**src/design/pli_pkg.sv**
```systemverilog
// Shared constants, codes and types of the positional list engine.
`timescale 1ns / 1ps
package pli_pkg;

    localparam int CAPACITY  = 128;
    localparam int IDX_W     = $clog2(CAPACITY);
    localparam int CNT_W     = $clog2(CAPACITY + 1);
    localparam int POS_W     = 8;
    localparam int OP_W      = 2;
    localparam int STATUS_W  = 2;
    localparam int WORD_W    = 32;
    localparam int COUNT_W   = 8;
    localparam int CMP_W     = (CNT_W > POS_W) ? CNT_W : POS_W;
    localparam int GRP       = 8;
    localparam int NGRP      = (CAPACITY + GRP - 1) / GRP;

    typedef logic [WORD_W-1:0] t_word;

    typedef enum logic [OP_W-1:0] {
        OP_CLEAR  = 2'd0,
        OP_INSERT = 2'd1,
        OP_DELETE = 2'd2,
        OP_READ   = 2'd3
    } t_op;

    typedef enum logic [STATUS_W-1:0] {
        ST_OK    = 2'd0,
        ST_FULL  = 2'd1,
        ST_EMPTY = 2'd2,
        ST_RANGE = 2'd3
    } t_status;

    // Command broadcast to every cell of the chain.
    typedef struct packed {
        logic             ins;
        logic             del;
        logic             tap;
        logic [POS_W-1:0] pos;
        t_word            val;
    } t_cell_ctl;

endpackage

```
**src/design/pli_cell.sv**
```systemverilog
// One list cell: holds one entry and shifts it to or from its neighbors.
`timescale 1ns / 1ps
module pli_cell
    import pli_pkg::*;
(
    input  logic             i_clk,
    input  logic [IDX_W-1:0] i_index,
    input  t_cell_ctl        i_ctl,
    input  t_word            i_left,
    input  t_word            i_right,
    output t_word            o_entry,
    output t_word            o_tap
);

    t_word            r_entry;
    t_word            n_entry;
    t_word            r_tap;
    logic [CMP_W-1:0] w_idx;
    logic [CMP_W-1:0] w_pos;

    assign w_idx = CMP_W'(i_index);
    assign w_pos = CMP_W'(i_ctl.pos);

    always_comb begin
        n_entry = r_entry;
        if (i_ctl.ins) begin
            if (w_idx == w_pos) begin
                n_entry = i_ctl.val;
            end else if (w_idx > w_pos) begin
                n_entry = i_left;
            end
        end else if (i_ctl.del && (w_idx >= w_pos)) begin
            n_entry = i_right;
        end
    end

    always_ff @(posedge i_clk) begin
        r_entry <= n_entry;
        r_tap   <= (i_ctl.tap && (w_idx == w_pos)) ? r_entry : '0;
    end

    assign o_entry = r_entry;
    assign o_tap   = r_tap;

endmodule

```
**config.mk**
```make
export PLATFORM = sky130hd
export DESIGN_NAME = pli_cell
export DESIGN_NICKNAME = d
export VERILOG_FILES = /design/src/design/pli_pkg.sv /design/src/design/pli_cell.sv
export SDC_FILE = /design/constraint.sdc
export NUM_CORES = 1
export LEC_CHECK = 0
export ABC_AREA = 1
export CORE_ASPECT_RATIO = 0.7
export CORE_MARGIN = 10
export CORE_UTILIZATION = 41
export DETAILED_ROUTE_END_ITERATION = 10
export DONT_BUFFER_PORTS = 1
export PLACE_DENSITY = 0.58
export SETUP_SLACK_MARGIN = 0.2
export SLEW_MARGIN = 40
export SYNTH_ARGS = -nofsm -noshare
export SYNTH_HDL_FRONTEND = slang
export SYNTH_SLANG_ARGS = --single-unit
export TNS_END_PERCENT = 100
```
**constraint.sdc**
```tcl
create_clock -name i_clk -period 10 [get_ports i_clk]
set_input_delay 2 -clock i_clk [delete_from_list [all_inputs] [get_ports i_clk]]
set_output_delay 2 -clock i_clk [all_outputs]
set_load 0.05 [all_outputs]
```
# ---- Word-level counts from Yosys, hierarchy flattened
# Index checks and enable logic that the tools add are counted.
dict set report classes {
  add_sub_neg 0
  n_mul 0
  n_div 0
  n_lt_le_gt_ge 2
  eq_ne 2
  n_shift 0
  muxes 4
  bitwise_logic 0
  n_reduce_logical 4
}
# operator n
set ops {}
lappend ops {{$mux 32} 4}
lappend ops {{$eq 7x8->1} 1}
lappend ops {{$ge 7x8->1} 1}
lappend ops {{$gt 7x8->1} 1}
lappend ops {{$ne 3x1->1 const B} 1}
lappend ops {{$logic_and 1x1->1} 2}
lappend ops {{$reduce_and 2->1} 1}
lappend ops {{$reduce_bool 2->1} 1}
dict set report totals {
  reg_bits 64
  latch_bits 0
  ram_bits 0
  romBits 0
  input_bits 115
  output_inout_bits 64
  wordCells 14
  mem_count 0
}

# ---- Depth between registers and ports, before layout
dict set report depth {
  word_depth 4
  depth_mapped 9
  mapped_depth_nobuf 9
}

# ---- Worst setup path after synthesis
# No wires, ideal clock.
dict set report synth_path {
  path_type {input -> register}
  start {in i_ctl[38] (netlist bit)}
  end {reg r_entry[0] (netlist: o_entry[0]), enable pin}
  setup_time_ns 0.432
  t_arrival_ns 4.497
  required_ns 9.568
  slack_ns 5.071
  stages 7
  n_path_buf 1
  cell_sequence {inv_1 -> ha_1 -> inv_2 -> nor3_4 -> buf_2 -> nand2_1 -> a21oi_1}
}
dict set report synth_between {
  elab_chain_cells 4
  word_cells_on_any_way 7
}
# item line
set synth_lines {}
lappend synth_lines {{start: declaration} pli_cell.sv:8} ;# input t_cell_ctl i_ctl,
lappend synth_lines {{$ge 7x8->1} pli_cell.sv:32} ;# end else if (i_ctl.del && (w_idx >= w_pos)) begin
lappend synth_lines {{$logic_and 1x1->1} pli_cell.sv:32}
lappend synth_lines {{$reduce_bool 2->1 (no source line)} -}
lappend synth_lines {{$reduce_and 2->1 (no source line) *} -}
lappend synth_lines {{end signal: assignment} pli_cell.sv:38} ;# r_entry <= n_entry;
lappend synth_lines {{end: declaration} pli_cell.sv:15} ;# t_word r_entry;
# Every way passes the cells marked *; elsewhere a longest branch is shown, timed or not.
# A chain may end at the register's enable or synchronous reset.

# ---- Worst setup path in the final report
dict set report layout_path {
  start {in i_ctl[35] (netlist bit)}
  end {reg r_entry[6] (netlist: o_entry[6]), enable pin}
}
# Same word-level chain as after synthesis.

==> impl_metrics.json <==
{
  "fin_nets": 534,
  "antenna_found_initial": 0,
  "max_freq_mhz": 263,
  "grt_start_max_net_pins": 35,
  "path_max_fanout": 34,
  "cts_tree": "built",
  "r2r_end": "o_tap[12]",
  "yosysWarnings": 0,
  "maxSlewHeadroom_pct": 58.8,
  "min_path_type": "register to register",
  "syn_area_mm2": 0.00312,
  "clkTransAtPathRegs_ns": 0.07,
  "synthCells": 417,
  "grt_pass1_vias": 2443,
  "crit_type": "input pin to register",
  "cts_resized": 0,
  "wl_um": 8910,
  "post_dp_cell_area_mm2": 0.00321,
  "cts_sinks": 64,
  "area_growth_pct": 9.74,
  "met1Wirelength_um": 3490,
  "post_cts_buffers": 0,
  "antenna_left": 0,
  "die_h_um": 93.0,
  "grt_pass1_wl_um": 13700,
  "layout_min_cycle_time_ns": 3.80,
  "post-route-period-util_pct": 38.0,
  "min_from": "o_entry[16]",
  "dp_hpwl_um": 7060,
  "reg2reg_depth": 2,
  "vias": 2439,
  "synth_cell_types": 18,
  "maxCapViolCount": 0,
  "htreeDepth": 3,
  "final_area_mm2": 0.00342,
  "crit_arrival_ns": 3.85,
  "outcome": "finished, final reports clean",
  "hold_viol_final": 0,
  "core_mm2": 0.00735,
  "grt_use_total_pct": 14.9,
  "syn_area_per_cell_um2": 7.48,
  "fin_setup_tns_ns": 0,
  "worstSkewPairLatency_ns": 0.33,
  "synthesis.nets": 539,
  "dieArea_mm2": 0.0116,
  "dr.pass1.iters": 4,
  "die_w_um": 124,
  "port_buffers": 0,
  "holdPathStages": 2,
  "hold_end": "o_tap[16]",
  "rsz0062_at_grt": "false",
  "layout-drive-gt1-share_pct": 6.71,
  "required_ns": 10.05,
  "ioPinCount": 179,
  "cts_buffer_depth": 2,
  "final.setup_skew_ns": 0.00379,
  "gp_congestion": 0.807,
  "vdd_drop_max_v": 0.0000780,
  "initial_core_util_pct": 42.4,
  "overflow": 0,
  "cts_root_buf": "clkbuf_8",
  "wire_per_inst_um": 17.3,
  "wl_met3_um": 1080,
  "r2r_slack_ns": 9.03,
  "hold_buffers": 0,
  "setup_viol": 0,
  "vias_per_cell": 4.74,
  "drcViolationCount": 0,
  "p_leak_nw": 1.86,
  "antenna_cells": 0,
  "startpoint_type": "input pin",
  "route.met2.wl_um": 4250,
  "slew_viol_final": 0,
  "crit_path_end_kind": "register",
  "rows": 26,
  "cts_inserted_buffers": 9,
  "ys_seq_elements": 64,
  "power_density_mw_per_mm2": 185,
  "synth-seq-area-share_pct": 51.3,
  "tightestPinTransition_ns": 0.616,
  "reg2reg_from": "o_entry[12]",
  "drtIter0Drc": 119,
  "highest-signal-layer": "met4"
}
==> metal layers <==
| metal | up-vias | GRT usage, % |
|---|---|---|
| met4 | 0 | 5.22 |
| li1 | 1226 | - |
| met3 | 9 | 7.33 |
| met2 | 118 | 23.9 |
| met5 | - | 0 |
| met1 | 1086 | 17.1 |
==> worst max-delay path by stage <==
stage	startpoint	end	slack, ns	cells after the start
2_1_floorplan	i_ctl[38]	o_entry[0]	5.07	7
3_3_place_gp	i_ctl[35]	o_entry[24]	5.69	9
3_5_place_dp	i_ctl[35]	o_entry[24]	5.79	10
4_1_cts	i_ctl[35]	o_entry[10]	6.16	10
5_1_grt	i_ctl[35]	o_entry[10]	6.06	10
6_report	i_ctl[35]	o_entry[6]	6.20	10
==> stage by stage <==
step                utilization, %  worst slack (ns)  cells  power [mW]  hold slack [ns]
global placement              43.2              5.69    498       0.406            0.809
floorplan                        -              5.07    417       0.394            0.792
global route                  46.6              6.06    515       0.663            0.834
CTS                           46.6              6.16    515       0.642            0.827
detailed placement            43.6              5.79    499       0.409            0.814
finish                        46.6              6.20    515       0.632            0.822
==> power by group <==
part	leakage [nW]	internal (mW)	total, mW	switching [mW]
logic	1.21	0.0177	0.0496	0.0319
registers	0.547	0.294	0.352	0.0586
clock network	0.108	0.123	0.230	0.107
total	1.86	0.435	0.632	0.198
==> Yosys cell counts, drive strengths merged <==
master	instances	area [µm²]
buf	14	75.1
inv	111	417
clkbuf	5	18.8
dfxtp	32	641
nor3	1	16.3
nor2	37	149
edfxtp	32	961
ha	7	87.6
nand2	111	419
a21oi	2	10.0
nand4	1	6.26
nand3	64	320
==> sequential cells by signal, summed over array words and instances (netlist names) <==
signal and count:
o_tap 32, o_entry 32
==> placed cells by master (no fill, tap or decap), types with 2 or more instances in the layout <==
| master | netlist | routed |
|---|---|---|
| clkbuf_16 | 0 | 2 |
| buf_4 | 3 | 2 |
| clkbuf_8 | 0 | 9 |
| edfxtp_1 | 32 | 32 |
| nor2_1 | 35 | 35 |
| clkinv_4 | 0 | 3 |
| nand2_1 | 110 | 109 |
| ha_1 | 7 | 7 |
| dfxtp_1 | 32 | 32 |
| nand2_2 | 1 | 2 |
| inv_2 | 2 | 3 |
| inv_1 | 109 | 108 |
| nand3_1 | 64 | 64 |
==> layout make-up <==
cell class	instances	area, µm²
inverter	111	417
sequential	64	1600
timing repair buffer	3	42.5
tap	98	123
clock inverter	5	45.0
multi-input combinational	223	1020
clock buffer	11	174
fill	744	3930
==> worst max-delay path, cell delays in order <==
cell	delay, ns
inv_1	0.02
ha_1	0.28
nand2_1	0.10
nor2_4	0.11
buf_4	0.35
inv_2	0.06
nor2_2	0.11
nor2_1	0.08
a21oi_4	0.51
buf_16	0.23
==> kinds of logic after synthesis <==
kind of cell | synth area share (%)
buffers and inverters | 16.4
AO/OA/AOI/OAI | 0.321
AND/OR/NAND/NOR | 29.2
flip-flops | 51.3
adder cells (fa/ha/maj) | 2.81
No activity file was read; power rests on OpenSTA's default activity.
